`src/rtl/ddm_pkg.sv`:
```
// ============================================================================
// Decimal digit multiplier package
// Shared sizes and the control structures that pass between the modules.
// ============================================================================
package ddm_pkg;

    localparam int MAX_DIGITS = 32;
    localparam int CNT_W      = $clog2(MAX_DIGITS + 1);
    localparam int COL_W      = $clog2(2 * MAX_DIGITS);

    typedef struct packed {
        logic load_a;
        logic load_b;
        logic run;
        logic clr;
    } t_cell_ctrl;

    typedef struct packed {
        logic             we;
        logic [COL_W-1:0] addr;
        logic [3:0]       data;
    } t_col_wr;

    typedef struct packed {
        logic             start;
        logic [COL_W-1:0] top;
    } t_emit_req;

endpackage

```
`src/rtl/decimal_digit_multiplier_top.sv`:
```
// ============================================================================
// Decimal digit multiplier
// Schoolbook multiplication of two decimal numbers on a row of digit cells.
// ----------------------------------------------------------------------------
// A request is taken at a rising edge with start high and busy low. It carries
// one digit, most significant first: i_op low appends to the first number,
// i_op high to the second. A digit above nine is stored as nine. Digits beyond
// the store depth are dropped and the whole product is then flagged too_long.
// A digit request leaves busy low.
// The second number's digit with i_last high starts the product. The first
// number sits in the cell row with its least significant digit in cell zero;
// the second number's digits are fed to all cells, least significant first,
// and one product column leaves cell zero per cycle, n + m columns in all for
// operands of n and m digits. The column store is read through a register;
// the product digits then follow on o_strobe, one per cycle, most significant
// first and without leading zeros; o_last_res marks column zero. busy falls
// after the last digit; the receiver cannot stall.
// Reset is synchronous and empties both numbers.
// ============================================================================
module decimal_digit_multiplier_top
    import ddm_pkg::*;
(
    input  logic       i_clk,
    input  logic       i_rst_n,
    input  logic       start,
    output logic       busy,
    input  logic       i_op,
    input  logic [3:0] i_digit,
    input  logic       i_last,
    output logic       o_strobe,
    output logic [3:0] o_product_digit,
    output logic       o_last_res,
    output logic       o_too_long
);

    localparam logic [1:0] S_IDLE = 2'd0;
    localparam logic [1:0] S_MULT = 2'd1;
    localparam logic [1:0] S_EMIT = 2'd2;

    localparam logic [CNT_W-1:0] MAX_CNT = CNT_W'(MAX_DIGITS);

    logic [1:0]       r_state;
    logic [CNT_W-1:0] r_first_cnt;
    logic [CNT_W-1:0] r_second_cnt;
    logic             r_overflow;
    logic             r_too_long;
    logic [COL_W-1:0] r_col;
    logic [COL_W-1:0] r_last_col;
    logic [COL_W-1:0] r_top;
    logic [COL_W-1:0] n_top;
    logic [CNT_W-1:0] n_second_cnt;
    logic [CNT_W:0]   w_col_sum;
    logic             w_accept;
    logic             w_first_full;
    logic             w_second_full;
    logic             w_mult_end;
    logic [3:0]       w_digit;
    t_cell_ctrl       w_ctrl;
    t_col_wr          w_wr;
    t_emit_req        w_req;
    logic             w_emit_strobe;
    logic             w_emit_last;

    logic [3:0] w_a   [MAX_DIGITS];
    logic [3:0] w_b   [MAX_DIGITS];
    logic [3:0] w_dig [MAX_DIGITS];

    assign busy          = (r_state != S_IDLE);
    assign w_accept      = start && !busy;
    assign w_digit       = (i_digit > 4'd9) ? 4'd9 : i_digit;
    assign w_first_full  = (r_first_cnt == MAX_CNT);
    assign w_second_full = (r_second_cnt == MAX_CNT);
    assign n_second_cnt  = w_second_full ? r_second_cnt : r_second_cnt + 1'b1;
    assign w_col_sum     = {1'b0, r_first_cnt} + {1'b0, n_second_cnt} - 1'b1;
    assign w_mult_end    = (r_state == S_MULT) && (r_col == r_last_col);
    assign n_top         = (w_dig[0] != 4'd0) ? r_col : r_top;

    always_comb begin
        w_ctrl.load_a = w_accept && !i_op && !w_first_full;
        w_ctrl.load_b = w_accept && i_op && !w_second_full;
        w_ctrl.run    = (r_state == S_MULT);
        w_ctrl.clr    = w_mult_end;
        w_wr.we       = (r_state == S_MULT);
        w_wr.addr     = r_col;
        w_wr.data     = w_dig[0];
        w_req.start   = w_mult_end;
        w_req.top     = n_top;
    end

    for (genvar j = 0; j < MAX_DIGITS; j++) begin : g_cell
        logic [3:0] w_a_prev;
        logic [3:0] w_b_prev;
        logic [3:0] w_b_next;
        logic [3:0] w_dig_next;

        if (j == 0) begin : g_low
            assign w_a_prev = w_digit;
            assign w_b_prev = w_digit;
        end else begin : g_mid
            assign w_a_prev = w_a[j-1];
            assign w_b_prev = w_b[j-1];
        end

        if (j == MAX_DIGITS - 1) begin : g_high
            assign w_b_next   = 4'd0;
            assign w_dig_next = 4'd0;
        end else begin : g_below
            assign w_b_next   = w_b[j+1];
            assign w_dig_next = w_dig[j+1];
        end

        ddm_cell u_cell (
            .i_clk      (i_clk),
            .i_rst_n    (i_rst_n),
            .i_ctrl     (w_ctrl),
            .i_a_prev   (w_a_prev),
            .i_b_prev   (w_b_prev),
            .i_b_next   (w_b_next),
            .i_dig_next (w_dig_next),
            .i_b_bcast  (w_b[0]),
            .o_a        (w_a[j]),
            .o_b        (w_b[j]),
            .o_dig      (w_dig[j])
        );
    end

    ddm_emit u_emit (
        .i_clk    (i_clk),
        .i_rst_n  (i_rst_n),
        .i_wr     (w_wr),
        .i_req    (w_req),
        .o_strobe (w_emit_strobe),
        .o_digit  (o_product_digit),
        .o_last   (w_emit_last)
    );

    always_ff @(posedge i_clk) begin
        if (!i_rst_n) begin
            r_state      <= S_IDLE;
            r_first_cnt  <= '0;
            r_second_cnt <= '0;
            r_overflow   <= 1'b0;
            r_too_long   <= 1'b0;
            r_col        <= '0;
            r_last_col   <= '0;
            r_top        <= '0;
        end else begin
            unique case (r_state)
                S_IDLE: begin
                    if (w_accept) begin
                        if (!i_op) begin
                            if (w_first_full) begin
                                r_overflow <= 1'b1;
                            end else begin
                                r_first_cnt <= r_first_cnt + 1'b1;
                            end
                        end else begin
                            if (w_second_full) begin
                                r_overflow <= 1'b1;
                            end
                            r_second_cnt <= n_second_cnt;
                            if (i_last) begin
                                r_state    <= S_MULT;
                                r_col      <= '0;
                                r_top      <= '0;
                                r_last_col <= w_col_sum[COL_W-1:0];
                            end
                        end
                    end
                end
                S_MULT: begin
                    r_top <= n_top;
                    r_col <= r_col + 1'b1;
                    if (w_mult_end) begin
                        r_state      <= S_EMIT;
                        r_too_long   <= r_overflow;
                        r_overflow   <= 1'b0;
                        r_first_cnt  <= '0;
                        r_second_cnt <= '0;
                    end
                end
                S_EMIT: begin
                    if (w_emit_strobe && w_emit_last) begin
                        r_state <= S_IDLE;
                    end
                end
                default: begin
                    r_state <= S_IDLE;
                end
            endcase
        end
    end

    assign o_strobe   = w_emit_strobe;
    assign o_last_res = w_emit_last;
    assign o_too_long = r_too_long;

endmodule

```
`src/rtl/ddm_cell.sv`:
```
// ============================================================================
// Multiplier cell
// Holds one digit of each operand, one partial sum digit and one carry.
// In a run cycle it adds its digit product to the sum, keeps the carry and
// hands the sum digit down to its lower neighbor.
// ============================================================================
module ddm_cell
    import ddm_pkg::*;
(
    input  logic       i_clk,
    input  logic       i_rst_n,
    input  t_cell_ctrl i_ctrl,
    input  logic [3:0] i_a_prev,
    input  logic [3:0] i_b_prev,
    input  logic [3:0] i_b_next,
    input  logic [3:0] i_dig_next,
    input  logic [3:0] i_b_bcast,
    output logic [3:0] o_a,
    output logic [3:0] o_b,
    output logic [3:0] o_dig
);

    logic [3:0]  r_a;
    logic [3:0]  r_b;
    logic [3:0]  r_s;
    logic [3:0]  r_c;
    logic [7:0]  w_prod;
    logic [6:0]  w_t;
    logic [14:0] w_mul;
    logic [3:0]  w_q;
    logic [6:0]  w_rem;

    // Division by ten of a value below one hundred through a reciprocal.
    assign w_prod = r_a * i_b_bcast;
    assign w_t    = {3'b000, r_s} + w_prod[6:0] + {3'b000, r_c};
    assign w_mul  = {8'b0, w_t} * 15'd205;
    assign w_q    = w_mul[14:11];
    assign w_rem  = w_t - 7'(w_q) * 7'd10;

    assign o_a   = r_a;
    assign o_b   = r_b;
    assign o_dig = w_rem[3:0];

    always_ff @(posedge i_clk) begin
        if (!i_rst_n) begin
            r_a <= '0;
            r_b <= '0;
            r_s <= '0;
            r_c <= '0;
        end else begin
            priority if (i_ctrl.clr) begin
                r_a <= '0;
                r_b <= '0;
                r_s <= '0;
                r_c <= '0;
            end else if (i_ctrl.run) begin
                r_b <= i_b_next;
                r_s <= i_dig_next;
                r_c <= w_q;
            end else begin
                if (i_ctrl.load_a) begin
                    r_a <= i_a_prev;
                end
                if (i_ctrl.load_b) begin
                    r_b <= i_b_prev;
                end
            end
        end
    end

endmodule

```
`src/rtl/ddm_emit.sv`:
```
// ============================================================================
// Product column store and readout
// Stores the product columns as they leave the cell row and plays them back
// from the top nonzero column down to column zero, one per cycle.
// ============================================================================
module ddm_emit
    import ddm_pkg::*;
(
    input  logic       i_clk,
    input  logic       i_rst_n,
    input  t_col_wr    i_wr,
    input  t_emit_req  i_req,
    output logic       o_strobe,
    output logic [3:0] o_digit,
    output logic       o_last
);

    logic [3:0]       r_mem [2*MAX_DIGITS];
    logic [COL_W-1:0] r_rd_addr;
    logic             r_active;
    logic [3:0]       r_rd_data;
    logic             r_vld;
    logic             r_last;

    always_ff @(posedge i_clk) begin
        if (i_wr.we) begin
            r_mem[i_wr.addr] <= i_wr.data;
        end
    end

    always_ff @(posedge i_clk) begin
        if (r_active) begin
            r_rd_data <= r_mem[r_rd_addr];
        end
    end

    always_ff @(posedge i_clk) begin
        if (!i_rst_n) begin
            r_active  <= 1'b0;
            r_vld     <= 1'b0;
            r_last    <= 1'b0;
            r_rd_addr <= '0;
        end else begin
            r_vld  <= r_active;
            r_last <= r_active && (r_rd_addr == '0);
            if (i_req.start) begin
                r_active  <= 1'b1;
                r_rd_addr <= i_req.top;
            end else if (r_active) begin
                if (r_rd_addr == '0) begin
                    r_active <= 1'b0;
                end else begin
                    r_rd_addr <= r_rd_addr - 1'b1;
                end
            end
        end
    end

    assign o_strobe = r_vld;
    assign o_digit  = r_rd_data;
    assign o_last   = r_last;

endmodule

```
`config.mk`:
```
export PLATFORM = sky130hd
export DESIGN_NAME = decimal_digit_multiplier_top
export DESIGN_NICKNAME = d
export VERILOG_FILES = /design/src/rtl/ddm_pkg.sv /design/src/rtl/decimal_digit_multiplier_top.sv /design/src/rtl/ddm_cell.sv /design/src/rtl/ddm_emit.sv
export SDC_FILE = /design/constraint.sdc
export NUM_CORES = 2
export LEC_CHECK = 0
export BUFFER_PORTS_ARGS = -buffer_cell sky130_fd_sc_hd__buf_2
export CORE_MARGIN = 1.5
export CORE_UTILIZATION = 44
export CTS_CLUSTER_SIZE = 8
export DETAILED_ROUTE_END_ITERATION = 8
export GPL_TIMING_DRIVEN = 0
export HOLD_SLACK_MARGIN = 0.03
export PLACE_DENSITY_LB_ADDON = 0.3
export SYNTH_ARGS = -nofsm -noshare
export SYNTH_HDL_FRONTEND = slang
export SYNTH_SLANG_ARGS = --single-unit
```
`constraint.sdc`:
```
create_clock -name i_clk -period 9.1 [get_ports i_clk]
set_clock_uncertainty 0.15 [all_clocks]
set_input_delay 0.91 -clock i_clk [delete_from_list [all_inputs] [get_ports i_clk]]
set_output_delay 0.91 -clock i_clk [all_outputs]
set_load 0.05 [all_outputs]
```
# After elaboration in Yosys (flattened, before gate mapping)
# Memory sizes are Yosys's and may differ from the RTL's. A register that Yosys moved wholly into a read port is not among the register bits.
# Index checks and enable logic that the tools add are counted.
# classes
shift	0
n_mux	98
reduce_logical	30
magnitude_cmp	1
multipliers	96
n_eq_ne	15
bitwise_logic	2
div_mod_pow	0
n_addsub	101
# op_table
operator	n
multiplier 7 x 8 -> 15 bit (second input constant)	32
2-to-1 mux 4 bit	63
adder 7 x 4 -> 7 bit	32
multiplier 4 x 4 -> 7 bit	32
adder 4 x 7 -> 7 bit	31
multiplier 4 x 3 -> 3 bit (second input constant)	32
subtractor 4 bit	32
2-to-1 mux 6 bit	14
case mux 6 bit (2 select lines)	4
adder 6 x 1 -> 6 bit (second input constant)	3
inequality test 2 bit (second input constant)	8
AND reduction 5 bit	3
equality test 6 bit (second input constant)	2
AND reduction 4 bit	3
subtractor 6 x 1 -> 6 bit (second input constant)	2
2-to-1 mux 1 bit	10
2-to-1 mux 2 bit	5
logical AND 1 bit	8
nonzero test 2 bit	4
adder 6 bit	1
equality test 6 bit	1
logical NOT 6 bit	1
inequality test 3 bit (second input constant)	2
case mux 2 bit (3 select lines)	1
other kinds (11)	17
# totals
mem_bits_rw	256
rom_bits	0
elab_cells	483
out_inout_bits	8
latchBits	0
regBits	551
inputBits	9
memories	1
# memory_table
name	words	word_bits	rd	rd_clocked_by_memory_dff	wr	line	text
u_emit.r_mem	64	4	1	1	1	ddm_emit.sv:18	logic [3:0] r_mem [2*MAX_DIGITS];

# Logic depth before layout (Yosys ltp)
# depth
ltp_word	9
ltp_mapped	36

# By module
# Synthesis repeated with hierarchy kept, for this count alone.
# hier_totals
cells_unflattened	9181
hier_area_um2	86838.3
# modules_own_cells
mod	n_inst	seq_area_each_um2	cells_each	area_each_um2
ddm_cell at g_cell[0].u_cell ...	25	320.3	266	2326.0
ddm_emit	1	7987.7	547	10830.4
ddm_cell at g_cell[22].u_cell ...	2	320.3	249	2297.2
ddm_cell at g_cell[2].u_cell	1	320.3	266	2347.3
ddm_cell at g_cell[7].u_cell	1	320.3	262	2279.7
ddm_cell at g_cell[31].u_cell	1	320.3	257	2259.7
ddm_cell at g_cell[30].u_cell	1	320.3	247	2240.9
ddm_cell at g_cell[9].u_cell	1	320.3	232	2140.8
decimal_digit_multiplier_top	1	680.7	222	1995.7

# Worst setup path after synthesis
# No wires, ideal clock.
# synth_path
kind	register -> register
from	reg g_cell[0].u_cell.r_b[3]
to	reg r_top[0]
period_less_slack_ns	9.244
setup_slack_ns	-0.144
n_path_buf	2
setup_ns	0.132
arrival_time_ns	8.962
stages_incl_launch_ff	30
required_time_ns	8.818
path_cell_list	dfxtp_1 -> clkbuf_1 -> clkbuf_1 -> nand2_1 -> fa_1 -> fa_1 -> fa_1 -> fa_1 -> inv_1 -> a21o_1 -> a21oi_1 -> xnor2_1 -> ha_1 -> ha_1 -> fa_1 -> inv_1 -> fa_1 -> inv_1 -> ha_1 -> a21oi_1 -> a211oi_2 -> or3_4 -> a21oi_1 -> xor2_1 -> fa_1 -> xnor2_1 -> xnor3_1 -> xnor2_2 -> o31a_1 -> o22ai_2
# synth_between
elab_chain_cells	9
# synth_rtl
element	line	text
from (decl)	ddm_cell.sv:24	logic [3:0] r_b;
from (signal assigned)	ddm_cell.sv:57	r_b <= i_b_next;
from (signal assigned)	ddm_cell.sv:65	r_b <= i_b_prev;
multiplier 4 x 4 -> 7 bit *	ddm_cell.sv:34	assign w_prod = r_a * i_b_bcast;
adder 4 x 7 -> 7 bit *	ddm_cell.sv:35	assign w_t = {3'b000, r_s} + w_prod[6:0] + {3'b000, r_c};
adder 7 x 4 -> 7 bit *	ddm_cell.sv:35	
multiplier 7 x 8 -> 15 bit	ddm_cell.sv:36	assign w_mul = {8'b0, w_t} * 15'd205;
multiplier 4 x 3 -> 3 bit	ddm_cell.sv:38	assign w_rem = w_t - 7'(w_q) * 7'd10;
subtractor 4 bit *	ddm_cell.sv:38	
net g_cell[0].u_cell.o_dig[3]	ddm_cell.sv:20	output logic [3:0] o_dig
nonzero test 4 bit *	decimal_digit_multiplier_top.sv:76	assign n_top = (w_dig[0] != 4'd0) ? r_col : r_top;
2-to-1 mux 6 bit *	decimal_digit_multiplier_top.sv:76	
case mux 6 bit (2 select lines) *	decimal_digit_multiplier_top.sv:148	unique case (r_state)
to (signal assigned)	decimal_digit_multiplier_top.sv:172	r_top <= n_top;
to (decl)	decimal_digit_multiplier_top.sv:49	logic [COL_W-1:0] r_top;
# Mark *: on every way through the listed nets, which the timed path passes. The rest lies on a longest branch.
# A chain may end at the register's enable or synchronous reset.

# Worst setup path in the final report
# layout_path
from	reg g_cell[0].u_cell.r_b[1]
to	reg g_cell[24].u_cell.r_s[3]
# layout_between
elab_chain_cells	6
# layout_rtl
element	line	text
multiplier 4 x 4 -> 7 bit	ddm_cell.sv:34	
adder 4 x 7 -> 7 bit	ddm_cell.sv:35	
adder 7 x 4 -> 7 bit	ddm_cell.sv:35	
multiplier 7 x 8 -> 15 bit	ddm_cell.sv:36	
net g_cell[25].u_cell.w_mul[11]	ddm_cell.sv:29	logic [14:0] w_mul;
multiplier 4 x 3 -> 3 bit	ddm_cell.sv:38	
subtractor 4 bit	ddm_cell.sv:38	
to (signal assigned)	ddm_cell.sv:58	r_s <= i_dig_next;
to (decl)	ddm_cell.sv:25	logic [3:0] r_s;
# The timed path passes the listed nets, and every way through them passes these cells.

==> summary.txt <==
STA
  – Fin crit period: ~8.8 ns
  – Rel. slew slack: -0.05374
  – Fin crit share: 0.9711
  – RSZ-0062 raised after global routing: yes
  – # setup viols final: 0
  – FMAX: 113.2 MHz
  – Setup ws final: 0.2627 ns
  – Final number of hold-violating endpoints: 0
  – Max Slew Vio Count: 22
  – Pin slew with the least headroom to its limit: ~1.6 ns

Global route
  – Vias in the first global route: a little under 60000
  – Largest net degree at the start of global routing: 57
  – Gr ovfl total: 0
  – All-Layer GR Usage: 0.2437
  – First-pass GRT wire length: 336800 um
  – Initial antenna violation count: 25

Yosys
  – Leading area contributor after synthesis: ha_1
  – #FFs+latches synth: approximately 810
  – Commonest cells post-synth: ha_1, nand2_1, inv_1, fa_1, dfxtp_1
  – Ys flop type: dfxtp_1
  – Distinct cells, synth: 72
  – Top-area cell type share of the netlist area: 0.2448
  – Most numerous cell in the Yosys netlist: ha_1
  – Async SR Flop Fraction: 0
  – Sequential-to-total area share from yosys stat: 0.2440
  – Synth top area cells: ha_1, fa_1, dfxtp_1
  – Syn_area_per_cell: between 9 and 10 sq um
  – Cells after Synth: 7827
  – Synthesized area: approximately 77000 sq um
  – Post-Synthesis Net Count: 9983
  – EDFF count, synth: 260
  – Yosys warning count: 0

Critical path
  – Setup CP Type: reg -> reg
  – CP arrival: between 9 and 10 ns
  – Setup crit start kind: flip-flop
  – Worst Path Required: between 9 and 10 ns
  – Crit. End Element: flip-flop
  – CP Max Fanout: 10
  – Max stage delay on crit path: 1.00 ns
  – CP delay by family, top: adder cells
  – WP buf/inv: 4
  – Slowest stage cell, crit path: clkbuf_1
  – Most frequent CP cell: ha_1

Power
  – Comb power frac: 0.142
  – Internal power: between 6000 and 7000 uW
  – Net Sw Frac: 0.2897
  – Peak VDD IR: around 0.17 mV
  – Pleak: 0.04297 uW
  – Clock power frac: 0.432
  – Sequential share of power: 0.426
  – Pwr Density: about 110 nW/um^2
  – P_sw: roughly 2600 uW

Drt
  – DR vias/cell: around 5.5
  – WL/cell: between 20 and 25 um
  – Final WL: between 200000 and 250000 um
  – Final ANT Viol Nets: 0
  – Pre-antenna DRT Iters: 6
  – Via count: between 50000 and 60000
  – # DRC: 0
  – Initial DRC count: ~4000

Floorplan
  – Die area: ~180000 sq um
  – Std cell rows: roughly 150
  – Die X: about 420 um
  – Core Footprint: between 150000 and 200000 sq um
  – I/O Pins: 17
  – Chip Height: 421.9 um
  – Initial cell density of the core: 0.4438

Clocking
  – Num CTS Buffers: ~110
  – Max clock buf depth: 3
  – # H-tree levels: 3
  – CTS root buf: clkbuf_16
  – CTS Hold Bufs: 0
  – Worst-path clk slew: approximately 0.050 ns
  – Clock sinks: a little over 800
  – Worst skew pair latency: between 0.7 and 0.8 ns
  – CTS tree: built

Placed design
  – Final HPWL DP: 167900 um
  – Post-DP Area: 80340 sq um
  – PortBufs: 14
  – Gp weighted congestion: between 0.9 and 1
  – Worst slack at placement: -1.322 ns

Run status
  – Outcome: finished, violations left
  – Failing checks: max-capacitance violations, max-slew violations

Hold path
  – Min-delay worst type: reg -> reg

Cells and area
  – Share of cells above drive strength 1: 0.04897
  – Final layout net count: a little over 10000
  – Synth-to-layout area growth: 8.554%
  – Design area: 83820 sq um

Job
  – Max-cap viol count: 2
[state kept, by name (all words and copies together) (netlist names), 2 cells and up]
signal and count:
g_cell.u_cell.o_a 128, g_cell.u_cell.o_b 128, g_cell.u_cell.r_c 128, g_cell.u_cell.r_s 124, r_col 6, r_first_cnt 6
r_last_col 6, r_second_cnt 6, r_state 2, r_top 6, u_emit.o_digit 4, u_emit.r_mem 256
u_emit.r_rd_addr 6
[what timing repair did]
action / 4_1_cts / 5_1_grt
gates cloned: 1 / 0
gates resized for setup: 38 / 62
pin swaps: 2 / 2
setup endpoints to repair: 238 / 100
endpoints found under the hold margin: 0 / 0
setup buffers: 7 / 3
[power groups by stage]
stage	sequential, uW	combinational (uW)	clock [uW]
floorplan	3950	758	0
global placement	3970	1190	0
detailed placement	3970	1240	0
CTS	3890	1280	3990
global route	3900	1430	4130
finish	3900	1300	3950
[tightest hold or removal path, delay by kind of cell, from the launching register on]
family / cells / cell delay, ns
AO/OA/AOI/OAI: 1 / 0.05
AND/OR/NAND/NOR: 1 / 0.05
flip-flops: 1 / 0.30
[cells in the final DEF (no fill, tap or decap), types with 29 or more instances in the layout]
cell	instances
ha_1	1511
nand2_1	1082
inv_1	1075
fa_1	635
dfxtp_1	549
a21oi_1	408
nor2_1	349
and2_1	280
edfxtp_1	260
xnor2_1	253
clkbuf_1	252
xor2_1	185
a311oi_1	121
clkbuf_16	113
a21o_1	100
a211oi_1	87
a31oi_1	81
mux4_2	75
nand3_1	67
o21ai_0	52
or2_2	34
o21ai_1	32
xnor3_1	31
a41o_1	30
o211ai_1	30
buf_2	30
o21ba_2	29
[kinds of logic (layout without fill, tap and decap cells)]
family,Yosys count,in the layout,share of synthesized area
compound gates,1059,1059,0.09127
xor+xnor,475,476,0.05968
fa+ha+maj,2147,2147,0.4097
buf+inv,1374,1551,0.06716
flops,811,811,0.2440
mux,89,89,0.02375
other cells,0,16,0
simple gates,1872,1872,0.1045
[through the flow]
step / std cells / TNS (ns) / utilization / hold slack (ns) / power (uW)
final: 10346 / 0 / 0.4817 / 0.3035 / 9143
after global routing: 10335 / -0.1082 / 0.4816 / 0.3249 / 9460
after CTS: 10327 / 0 / 0.4809 / 0.3045 / 9169
after detailed placement: 10172 / -145.08 / 0.4617 / 0.2962 / 5210
after global placement: 10166 / -335.32 / 0.4609 / 0.2903 / 5161
after floorplan: 7827 / 0 / - / 0.2744 / 4707
[worst paths after layout]
path,start,end,slack [ns],depth (start not counted)
max reg2reg,g_cell[0].u_cell.o_b[1],g_cell[24].u_cell.r_s[3],0.26,28
max,g_cell[0].u_cell.o_b[1],g_cell[24].u_cell.r_s[3],0.26,28
min reg2reg,g_cell[31].u_cell.o_b[1],g_cell[31].u_cell.o_b[1],0.30,2
min,g_cell[31].u_cell.o_b[1],g_cell[31].u_cell.o_b[1],0.30,2
[area by class of cell]
type	count	area (sq um)
Fill cell	16155	90190
Multi-Input combinational cell	5643	53270
Sequential cell	811	18840
Inverter	1077	4043
Clock buffer	140	2959
Tap cell	2325	2909
Buffer	296	1257
Timing Repair Buffer	30	290.3
Clock inverter	8	215.2
Antenna cell	16	40.04
[per-layer routing]
| layer | routed length (um) | up-vias | share of wire | track usage |
|---|---|---|---|---|
| met2 | 98410 | 1676 | 0.46 | 0.3917 |
| li1 | - | 26410 | - | - |
| met1 | 94890 | 27991 | 0.44 | 0.3355 |
| met4 | 6944 | 2 | 0.032 | 0.08351 |
| met3 | 14860 | 322 | 0.069 | 0.03438 |
| met5 | 13 | - | 0.000060 | 0 |
Note: power is estimated with default switching activity, not from simulation.
